[config.mk]
export PLATFORM = sky130hd
export DESIGN_NAME = subtractive_random_generator
export DESIGN_NICKNAME = d
export VERILOG_FILES = /design/src/srg_pkg.sv /design/src/srg_sequencer.sv /design/src/srg_datapath.sv /design/src/subtractive_random_generator.sv
export SDC_FILE = /design/constraint.sdc
export NUM_CORES = 2
export LEC_CHECK = 0
export BUFFER_PORTS_ARGS = -buffer_cell sky130_fd_sc_hd__buf_2
export CAP_MARGIN = 20
export CORE_MARGIN = 4
export CORE_UTILIZATION = 40
export CTS_CLUSTER_DIAMETER = 80
export DETAILED_ROUTE_END_ITERATION = 7
export MAX_ROUTING_LAYER = met4
export PLACE_DENSITY = 0.58
export SETUP_SLACK_MARGIN = 0.05
export SLEW_MARGIN = 40
export SYNTH_ARGS = -nofsm -noshare
export SYNTH_HDL_FRONTEND = slang
export SYNTH_SLANG_ARGS = --single-unit
[constraint.sdc]
create_clock -name aclk -period 5.7 [get_ports aclk]
set_clock_uncertainty 0.15 [all_clocks]
set_input_delay 1.425 -clock aclk [delete_from_list [all_inputs] [get_ports aclk]]
set_output_delay 1.425 -clock aclk [all_outputs]
set_load 0.02 [all_outputs]
[src/srg_pkg.sv]
// Shared types, constants and the control program of the subtractive generator.
// No dependencies; every other file imports this package.
package srg_pkg;

    localparam int unsigned SEED_W  = 29;
    localparam int unsigned VALUE_W = 30;
    localparam int unsigned IDX_W   = 6;
    localparam int unsigned CNT_W   = 8;

    localparam logic [VALUE_W-1:0] MOD_BIG   = 30'd1000000000;
    localparam logic [SEED_W-1:0]  SEED_BASE = 29'd161803398;
    localparam int unsigned        TABLE_LEN = 55;
    localparam logic [IDX_W-1:0]   LAST_IDX  = 6'(TABLE_LEN - 1);
    localparam logic [IDX_W-1:0]   LAG_START = 6'd31;
    localparam logic [IDX_W-1:0]   STRIDE    = 6'd21;
    localparam logic [CNT_W-1:0]   SCAT_LAST = 8'(TABLE_LEN - 2);
    localparam logic [CNT_W-1:0]   WARM_LAST = 8'(4 * TABLE_LEN - 1);

    // Program steps
    typedef enum logic [3:0] {
        STEP_WAIT       = 4'd0,
        STEP_CHECK      = 4'd1,
        STEP_SCAT_INIT  = 4'd2,
        STEP_SCAT       = 4'd3,
        STEP_WARM_INIT  = 4'd4,
        STEP_WARM_RD    = 4'd5,
        STEP_WARM_WR    = 4'd6,
        STEP_RESEED_END = 4'd7,
        STEP_DRAW_ADV   = 4'd8,
        STEP_DRAW_RD    = 4'd9,
        STEP_OUT_WAIT   = 4'd10,
        STEP_DRAW_WR    = 4'd11
    } step_t;

    // Datapath operations
    typedef enum logic [3:0] {
        OP_NOP,
        OP_ACCEPT,
        OP_SCAT_INIT,
        OP_SCAT,
        OP_WARM_INIT,
        OP_WARM_RD,
        OP_WARM_WR,
        OP_RESEED_END,
        OP_DRAW_ADV,
        OP_DRAW_RD,
        OP_DRAW_WR
    } op_t;

    // Jump conditions
    typedef enum logic [2:0] {
        C_NEVER,
        C_ALWAYS,
        C_NO_ACCEPT,
        C_NO_RESEED,
        C_CNT_NZ,
        C_OUT_BUSY
    } cond_t;

    typedef struct packed {
        op_t   op;
        cond_t cond;
        step_t target;
    } ctrl_t;

    typedef struct packed {
        logic accept;
        logic reseed;
        logic cnt_nz;
        logic out_busy;
    } status_t;

    // Control store: one word per step
    function automatic ctrl_t ucode_word(input step_t step);
        ctrl_t w;
        begin
            case (step)
                STEP_WAIT:       w = '{OP_ACCEPT,     C_NO_ACCEPT, STEP_WAIT};
                STEP_CHECK:      w = '{OP_NOP,        C_NO_RESEED, STEP_DRAW_ADV};
                STEP_SCAT_INIT:  w = '{OP_SCAT_INIT,  C_NEVER,     STEP_WAIT};
                STEP_SCAT:       w = '{OP_SCAT,       C_CNT_NZ,    STEP_SCAT};
                STEP_WARM_INIT:  w = '{OP_WARM_INIT,  C_NEVER,     STEP_WAIT};
                STEP_WARM_RD:    w = '{OP_WARM_RD,    C_NEVER,     STEP_WAIT};
                STEP_WARM_WR:    w = '{OP_WARM_WR,    C_CNT_NZ,    STEP_WARM_RD};
                STEP_RESEED_END: w = '{OP_RESEED_END, C_NEVER,     STEP_WAIT};
                STEP_DRAW_ADV:   w = '{OP_DRAW_ADV,   C_NEVER,     STEP_WAIT};
                STEP_DRAW_RD:    w = '{OP_DRAW_RD,    C_NEVER,     STEP_WAIT};
                STEP_OUT_WAIT:   w = '{OP_NOP,        C_OUT_BUSY,  STEP_OUT_WAIT};
                STEP_DRAW_WR:    w = '{OP_DRAW_WR,    C_ALWAYS,    STEP_WAIT};
                default:         w = '{OP_NOP,        C_ALWAYS,    STEP_WAIT};
            endcase
            return w;
        end
    endfunction

    // (a - b) mod 10^9 for a, b below 10^9
    function automatic logic [VALUE_W-1:0] sub_mod(input logic [VALUE_W-1:0] a,
                                                   input logic [VALUE_W-1:0] b);
        logic [VALUE_W:0] wide;
        begin
            if (a >= b) begin
                wide = {1'b0, a} - {1'b0, b};
            end else begin
                wide = {1'b0, a} + {1'b0, MOD_BIG} - {1'b0, b};
            end
            return wide[VALUE_W-1:0];
        end
    endfunction

    // Step a zero-based table index round the table
    function automatic logic [IDX_W-1:0] idx_inc(input logic [IDX_W-1:0] i);
        begin
            return (i >= LAST_IDX) ? '0 : i + 6'd1;
        end
    endfunction

    // Step a one-based position, wrapping past the last entry to 1
    function automatic logic [IDX_W-1:0] pos_inc(input logic [IDX_W-1:0] p);
        begin
            return (p >= 6'(TABLE_LEN)) ? 6'd1 : p + 6'd1;
        end
    endfunction

endpackage

[src/srg_sequencer.sv]
// Step counter of the generator: fetches a control word from the program in
// srg_pkg and picks the next step from the datapath status. Uses srg_pkg.
module srg_sequencer import srg_pkg::*; (
    input  logic    aclk,
    input  logic    aresetn,
    input  status_t status,
    output ctrl_t   ctrl
);

    step_t upc_reg;
    step_t upc_next;
    logic  take;

    // Fetch the current control word
    always_comb begin
        ctrl = ucode_word(upc_reg);
    end

    // Evaluate the jump condition and choose the next step
    always_comb begin
        case (ctrl.cond)
            C_NEVER:     take = 1'b0;
            C_ALWAYS:    take = 1'b1;
            C_NO_ACCEPT: take = !status.accept;
            C_NO_RESEED: take = !status.reseed;
            C_CNT_NZ:    take = status.cnt_nz;
            C_OUT_BUSY:  take = status.out_busy;
            default:     take = 1'b1;
        endcase
        upc_next = take ? ctrl.target : step_t'(upc_reg + 4'd1);
    end

    always_ff @(posedge aclk) begin
        if (!aresetn) begin
            upc_reg <= STEP_WAIT;
        end else begin
            upc_reg <= upc_next;
        end
    end

endmodule

[src/srg_datapath.sv]
// Datapath of the generator: lag table memory, scatter and warm-up registers,
// draw pointers and the output word register. Uses srg_pkg.
module srg_datapath import srg_pkg::*; (
    input  logic                 aclk,
    input  logic                 aresetn,
    input  ctrl_t                ctrl,
    output status_t              status,
    input  logic                 s_valid,
    output logic                 s_ready,
    input  logic signed [28:0]   s_seed,
    output logic                 m_valid,
    input  logic                 m_ready,
    output logic [29:0]          m_draw_value,
    output logic                 m_was_reseeded
);

    logic [VALUE_W-1:0] mem [0:TABLE_LEN-1];

    logic               accept;
    logic               seed_neg;
    logic [SEED_W-1:0]  seed_mag;
    logic [SEED_W-1:0]  start_word;

    logic [SEED_W-1:0]  mag_reg,    mag_next;
    logic               reseed_reg, reseed_next;
    logic               init_reg,   init_next;
    logic [VALUE_W-1:0] cur_reg,    cur_next;
    logic [VALUE_W-1:0] prev_reg,   prev_next;
    logic [IDX_W-1:0]   ia_reg,     ia_next;
    logic [IDX_W-1:0]   ib_reg,     ib_next;
    logic [CNT_W-1:0]   cnt_reg,    cnt_next;
    logic [IDX_W-1:0]   rp_reg,     rp_next;
    logic [IDX_W-1:0]   lp_reg,     lp_next;
    logic [VALUE_W-1:0] rda_reg;
    logic [VALUE_W-1:0] rdb_reg;
    logic               mv_reg,     mv_next;
    logic [VALUE_W-1:0] val_reg,    val_next;
    logic               resd_reg,   resd_next;

    logic               rd_en;
    logic [IDX_W-1:0]   raddr_a;
    logic [IDX_W-1:0]   raddr_b;
    logic               wr_en;
    logic [IDX_W-1:0]   waddr;
    logic [VALUE_W-1:0] wdata;
    logic [VALUE_W-1:0] diff;
    logic [IDX_W:0]     scat_sum;

    assign s_ready  = (ctrl.op == OP_ACCEPT);
    assign accept   = s_valid && s_ready;
    assign seed_neg = s_seed[SEED_W-1];
    assign seed_mag = seed_neg ? (~s_seed + 29'd1) : s_seed;

    // Start word of the scatter: distance of the magnitude from the base
    assign start_word = (mag_reg > SEED_BASE) ? (mag_reg - SEED_BASE) : (SEED_BASE - mag_reg);

    assign diff     = sub_mod(rda_reg, rdb_reg);
    assign scat_sum = {1'b0, ia_reg} + {1'b0, STRIDE};

    assign status.accept   = accept;
    assign status.reseed   = reseed_reg;
    assign status.cnt_nz   = (cnt_reg != '0);
    assign status.out_busy = mv_reg && !m_ready;

    // Decode the control word into register updates and memory accesses
    always_comb begin
        mag_next    = mag_reg;
        reseed_next = reseed_reg;
        init_next   = init_reg;
        cur_next    = cur_reg;
        prev_next   = prev_reg;
        ia_next     = ia_reg;
        ib_next     = ib_reg;
        cnt_next    = cnt_reg;
        rp_next     = rp_reg;
        lp_next     = lp_reg;
        val_next    = val_reg;
        resd_next   = resd_reg;
        mv_next     = mv_reg && !m_ready;
        rd_en       = 1'b0;
        raddr_a     = ia_reg;
        raddr_b     = ib_reg;
        wr_en       = 1'b0;
        waddr       = ia_reg;
        wdata       = diff;
        case (ctrl.op)
            OP_ACCEPT: begin
                if (accept) begin
                    mag_next    = seed_mag;
                    reseed_next = seed_neg || !init_reg;
                end
            end
            OP_SCAT_INIT: begin
                wr_en     = 1'b1;
                waddr     = LAST_IDX;
                wdata     = {1'b0, start_word};
                cur_next  = {1'b0, start_word};
                prev_next = 30'd1;
                ia_next   = STRIDE - 6'd1;
                cnt_next  = SCAT_LAST;
            end
            OP_SCAT: begin
                // Drop prev at the scattered slot and shift the pair along
                wr_en     = 1'b1;
                waddr     = ia_reg;
                wdata     = prev_reg;
                cur_next  = prev_reg;
                prev_next = sub_mod(cur_reg, prev_reg);
                ia_next   = (scat_sum >= 7'(TABLE_LEN)) ? 6'(scat_sum - 7'(TABLE_LEN))
                                                        : scat_sum[IDX_W-1:0];
                cnt_next  = cnt_reg - 8'd1;
            end
            OP_WARM_INIT: begin
                ia_next  = '0;
                ib_next  = LAG_START;
                cnt_next = WARM_LAST;
            end
            OP_WARM_RD: begin
                rd_en = 1'b1;
            end
            OP_WARM_WR: begin
                wr_en    = 1'b1;
                waddr    = ia_reg;
                wdata    = diff;
                ia_next  = idx_inc(ia_reg);
                ib_next  = idx_inc(ib_reg);
                cnt_next = cnt_reg - 8'd1;
            end
            OP_RESEED_END: begin
                rp_next   = '0;
                lp_next   = LAG_START;
                init_next = 1'b1;
            end
            OP_DRAW_ADV: begin
                rp_next = pos_inc(rp_reg);
                lp_next = pos_inc(lp_reg);
            end
            OP_DRAW_RD: begin
                rd_en   = 1'b1;
                raddr_a = rp_reg - 6'd1;
                raddr_b = lp_reg - 6'd1;
            end
            OP_DRAW_WR: begin
                wr_en     = 1'b1;
                waddr     = rp_reg - 6'd1;
                wdata     = diff;
                val_next  = diff;
                resd_next = reseed_reg;
                mv_next   = 1'b1;
            end
            default: begin
            end
        endcase
    end

    // Lag table: one write port, two registered read ports
    always_ff @(posedge aclk) begin
        if (wr_en) begin
            mem[waddr] <= wdata;
        end
        if (rd_en) begin
            rda_reg <= mem[raddr_a];
            rdb_reg <= mem[raddr_b];
        end
    end

    // Hold payload registers
    always_ff @(posedge aclk) begin
        mag_reg    <= mag_next;
        cur_reg    <= cur_next;
        prev_reg   <= prev_next;
        ia_reg     <= ia_next;
        ib_reg     <= ib_next;
        val_reg    <= val_next;
        resd_reg   <= resd_next;
    end

    // Control registers
    always_ff @(posedge aclk) begin
        if (!aresetn) begin
            reseed_reg <= 1'b0;
            init_reg   <= 1'b0;
            cnt_reg    <= '0;
            rp_reg     <= '0;
            lp_reg     <= LAG_START;
            mv_reg     <= 1'b0;
        end else begin
            reseed_reg <= reseed_next;
            init_reg   <= init_next;
            cnt_reg    <= cnt_next;
            rp_reg     <= rp_next;
            lp_reg     <= lp_next;
            mv_reg     <= mv_next;
        end
    end

    assign m_valid        = mv_reg;
    assign m_draw_value   = val_reg;
    assign m_was_reseeded = resd_reg;

endmodule

[src/subtractive_random_generator.sv]
// Top level of the subtractive lagged Fibonacci generator: sequencer plus
// datapath. Depends on srg_pkg, srg_sequencer and srg_datapath.
//
//   channel  dir  handshake          payload
//   s_       in   s_valid / s_ready  s_seed (29 bits, signed)
//   m_       out  m_valid / m_ready  m_draw_value (30 bits), m_was_reseeded
//
// A plain draw passes from acceptance through the check, pointer advance,
// table read, output wait and table write steps, the last loading the output
// word. A reseed adds 55 scatter writes and 220 warm-up updates, each
// update a read step and a write step on the lag table memory.
// Reset (aresetn low at a clock edge) clears the step counter, the flags and
// output valid and resets the pointers; the first draw after reset always reseeds.
// A new word is taken while a result still waits in the output register;
// a stalled output holds the sequencer before the next table write.
module subtractive_random_generator import srg_pkg::*; (
    input  logic                aclk,
    input  logic                aresetn,
    input  logic                s_valid,
    output logic                s_ready,
    input  logic signed [28:0]  s_seed,
    output logic                m_valid,
    input  logic                m_ready,
    output logic [29:0]         m_draw_value,
    output logic                m_was_reseeded
);

    ctrl_t   ctrl;
    status_t status;

    srg_sequencer u_seq (
        .aclk    (aclk),
        .aresetn (aresetn),
        .status  (status),
        .ctrl    (ctrl)
    );

    srg_datapath u_dp (
        .aclk           (aclk),
        .aresetn        (aresetn),
        .ctrl           (ctrl),
        .status         (status),
        .s_valid        (s_valid),
        .s_ready        (s_ready),
        .s_seed         (s_seed),
        .m_valid        (m_valid),
        .m_ready        (m_ready),
        .m_draw_value   (m_draw_value),
        .m_was_reseeded (m_was_reseeded)
    );

    // Never overwrite a result that is still waiting
    a_no_overwrite: assert property (@(posedge aclk) disable iff (!aresetn)
        (ctrl.op == OP_DRAW_WR) |-> !(m_valid && !m_ready))
        else $error("output word overwritten while stalled");

    // An accepted word moves the sequencer off the wait step
    a_accept_leaves: assert property (@(posedge aclk) disable iff (!aresetn)
        (s_valid && s_ready) |=> !s_ready)
        else $error("input taken twice in a row");

    // Results stay below one billion
    a_range: assert property (@(posedge aclk) disable iff (!aresetn)
        m_valid |-> (m_draw_value < MOD_BIG))
        else $error("draw value out of range");

endmodule
==> key figures <==
Outcome
  – Status: finished, violations left
  – Failing checks: design-rule violations

Cells and area
  – Max reg flops: 1,650
  – Util after Layout: 0.4561
  – Layout area overhead: 13.47%
  – Most flops, register: u_dp.mem
  – Fill cells: 22,820
  – Fin nets: 10,480
  – Commonest non-fill, non-tap cells in the layout: nand2_1 (3,382), edfxtp_1 (1,842), nand3_1 (1,294), a311oi_1 (457), nor2_1 (289)
  – Share of layout cells above drive strength 1: 0.08865
  – Commonest non-fill, non-tap cell in the layout: nand2_1
  – Final instance area: 113,400 um2

Timing
  – RSZ-0062 raised after global routing: no
  – Setup violations, final: 0
  – Rel. slew slack: 0.3264
  – Achievable frequency: 200.4 MHz
  – Slew Viols, Final: 0
  – Final WS setup: 0.7098 ns
  – TNS Setup: 0 ns
  – Least-Margin Pin Slew: 1.006 ns
  – Period minus WS final: 4.990 ns
  – Hold Vio Cnt, Final: 0
  – Final worst path period share: 0.8755

Flow run
  – Max-cap violations: 0

Global route
  – First-pass GRT wire length: 553.9 mm
  – Met3 Use GR: 0.06582
  – GR Overflow Total: 0
  – Met2 usage in global routing: 0.4400
  – Most used routing layer: met2
  – Vias in the first global route: 79,950
  – Met1 usage: 0.3862
  – Initial antenna violation count: 16
  – Pin count of the biggest net entering global routing: 135
  – Total GRT Usage: 0.2981

Synthesis
  – Post-synthesis sequential area ratio: 0.5610
  – Post-Syn Area: 99,950 um2
  – Net count after synthesis: 10,560
  – Multiplexer share of the synthesized area: 0.002842
  – Count of unique library cells instantiated by Yosys: 94
  – Simple-Gate Fraction of Synth Area: 0.2374
  – Compound-Gate Fraction of Synth Area: 0.1147
  – XOR/XNOR Fraction of Synth Area: 0.01567
  – Ys Warns: 0
  – Ys flop type: edfxtp_1
  – Asr flop ratio synth: 0
  – Synthesized netlist cell count: 10,330
  – Number of synthesized flops with an enable pin: 1,842
  – FF+latch count, synth: 1,880
  – Synth Area in Adders: 0.02684
  – Mean Syn Cell Area: 9.673 um2
  – Main combinational cell family by area after synthesis: simple AND/OR/NAND/NOR gates

Die
  – Die height: 507.9 um
  – Placement Rows: 183
  – Die width: 507.9 um
  – Initial core utilization: 0.4020
  – Io pins: 66
  – DIE AREA: 257,900 um2
  – Core area: 248,700 um2

Power and ir drop
  – Leak: 41.23 nW
  – Max VDD drop: 0.3345 mV
  – Final Power: 53.22 mW
  – PD cells: 469.3 nW/um2

Critical path
  – Worst r2r path cells: 11
  – CP cell instances: nand2b_4, or2_2, o21a_4, buf_12, buf_4, nand2_1, and3_1, a311oi_1, a311oi_1, a211o_1, a31oi_2
  – Crit Path Class: reg2reg
  – Crit-path max FO: 47
  – Max stage delay on crit path: 0.73 ns
  – Critical Path AT: 5.39 ns
  – CP Launch Type: register
  – R2R Path End: u_dp.rdb_reg[19]
  – FF-to-FF setup slack: 0.71 ns
  – Buf/Inv on CP: 2
  – Crit path from: u_seq.ctrl[9]
  – Most frequent cell on the critical path: a311oi_1
  – CP top delay family: compound AO/OA/AOI/OAI gates
  – Critical Path RT: 6.10 ns
  – Critical-path top delay cell: a31oi_2
  – Crit path capture type: register
  – Worst reg2reg startpoint: u_seq.ctrl[9]

Placed design
  – GPL Wtd Cong: 0.9437
  – Area post-placement: 106,900 um2
  – Port Buf Inserts: 65
  – Place WS: 0.8456 ns
  – Dpl hpwl: 229.5 mm

CTS
  – Total CTS buffers: 203
  – TritonCTS sink count: 1,880
  – Root Buffer: clkbuf_16
  – Clk_lat worst skew: 0.87 ns
  – CTS tree: yes
  – H-tree depth: 4
  – Worst-path clk slew: 0.06 ns
  – Hold_buf cts: 0
  – Post-CTS setup buffers: 0
  – Post-CTS Resized: 0
  – Bufs on Longest Clock Path: 3

Detailed routing
  – Vias per cell: 6.264
  – Total number of vias: 86,220
  – Initial drt markers: 13,480
  – ANT nets after route: 0
  – Routed len/inst: 28.20 um
  – DRT Wirelength: 388.2 mm
  – Residual DRC count: 4
  – DRT Pass-1 Iters: 8

Hold path
  – Hold Path Origin: u_dp.init_reg
  – Hold Crit Class: reg2reg
  – WHS Path Cells: 1
  – WHS Endpoint: u_dp.init_reg
==> where the power goes <==
part | total [mW] | switching, mW | internal [mW]
Sequential | 20.0 | 0.290 | 19.7
Clock | 13.1 | 5.63 | 7.45
Combinational | 20.2 | 14.6 | 5.58
==> through the flow <==
step                      hold slack, ns  instances
after floorplan                   0.2806      10330
after global placement            0.2987      13360
after detailed placement          0.3102      13380
after CTS                         0.3258      13750
after global routing              0.3718      13760
final                             0.3344      13770
==> synthesized netlist by cell type, drive strengths merged, types with 6 or more instances <==
master  count  area [um2]
a211oi     76       575.6
a31oi     242        1520
a211o      75       656.9
a311oi    457        4003
or3        10       62.56
a21boi     16       142.6
and3      250        1564
o211ai     63       473.0
a21oi     182       914.6
nand4      16       100.1
o21ai     155       809.5
nand2    3383       12700
dfxtp      38       760.7
nor3       45       235.2
fa         34       680.7
buf       393        1923
and2       64       400.4
a21o       33       247.7
nand2b     30       195.2
nor4       11       75.07
o21bai     26       195.2
o21a       25       187.7
ha        160        2002
o221ai      6       52.55
a311o      88       880.8
nor2      346        1301
edfxtp   1842       55310
clkbuf    389        1461
xnor2     128        1129
a22oi       6       45.04
nand3    1296        6486
nand3b      6       45.04
mux2i      25       250.2
nor2b      30       187.7
or4        10       78.82
xor2       50       437.9
and3b       6       52.55
o31ai      16       120.1
nor3b       6       45.04
inv       202       758.2
or2        10       62.56
==> how the worst max path moves through the flow <==
| stage | slack, ns | cells past startpoint | to |
|---|---|---|---|
| floorplan | 0.07 | 5 | u_dp.mem[0][16] |
| global placement | 0.14 | 11 | u_dp.rdb_reg[19] |
| detailed placement | 0.85 | 11 | u_dp.rdb_reg[19] |
| CTS | 0.83 | 11 | u_dp.rdb_reg[19] |
| global route | 0.57 | 16 | u_dp.mem[14][23] |
| finish | 0.71 | 11 | u_dp.rdb_reg[19] |
==> per-layer routing <==
layer	wire length (um)	vias up
met5	0	-
met2	170400	6076
met1	147500	41830
li1	-	37150
met3	48210	1161
met4	22060	0
==> kinds of logic (layout without fill, tap and decap cells) <==
family                     after synthesis  count (layout)
muxes                                   28              28
other                                    0              12
and+or+nand+nor                       5534            5534
xor gates and xnor gates               178             178
DFF                                   1880            1880
buffers and inverters                  986            1076
adders and majority gates              194             194
AOI/OAI and AO/OA                     1533            1533
==> layout make-up <==
cell class,count,area (um2),area share
antenna,12,30.03,0.0002648
clock buffer,254,5399,0.04761
clock inverter,120,1067,0.009411
inverter,204,767.0,0.006763
multi-input combinational,7467,40540,0.3575
sequential,1880,56070,0.4944
tap,3330,4167,0.03674
timing repair buffer,498,5364,0.04730
Power figures use the tool's default switching activity.
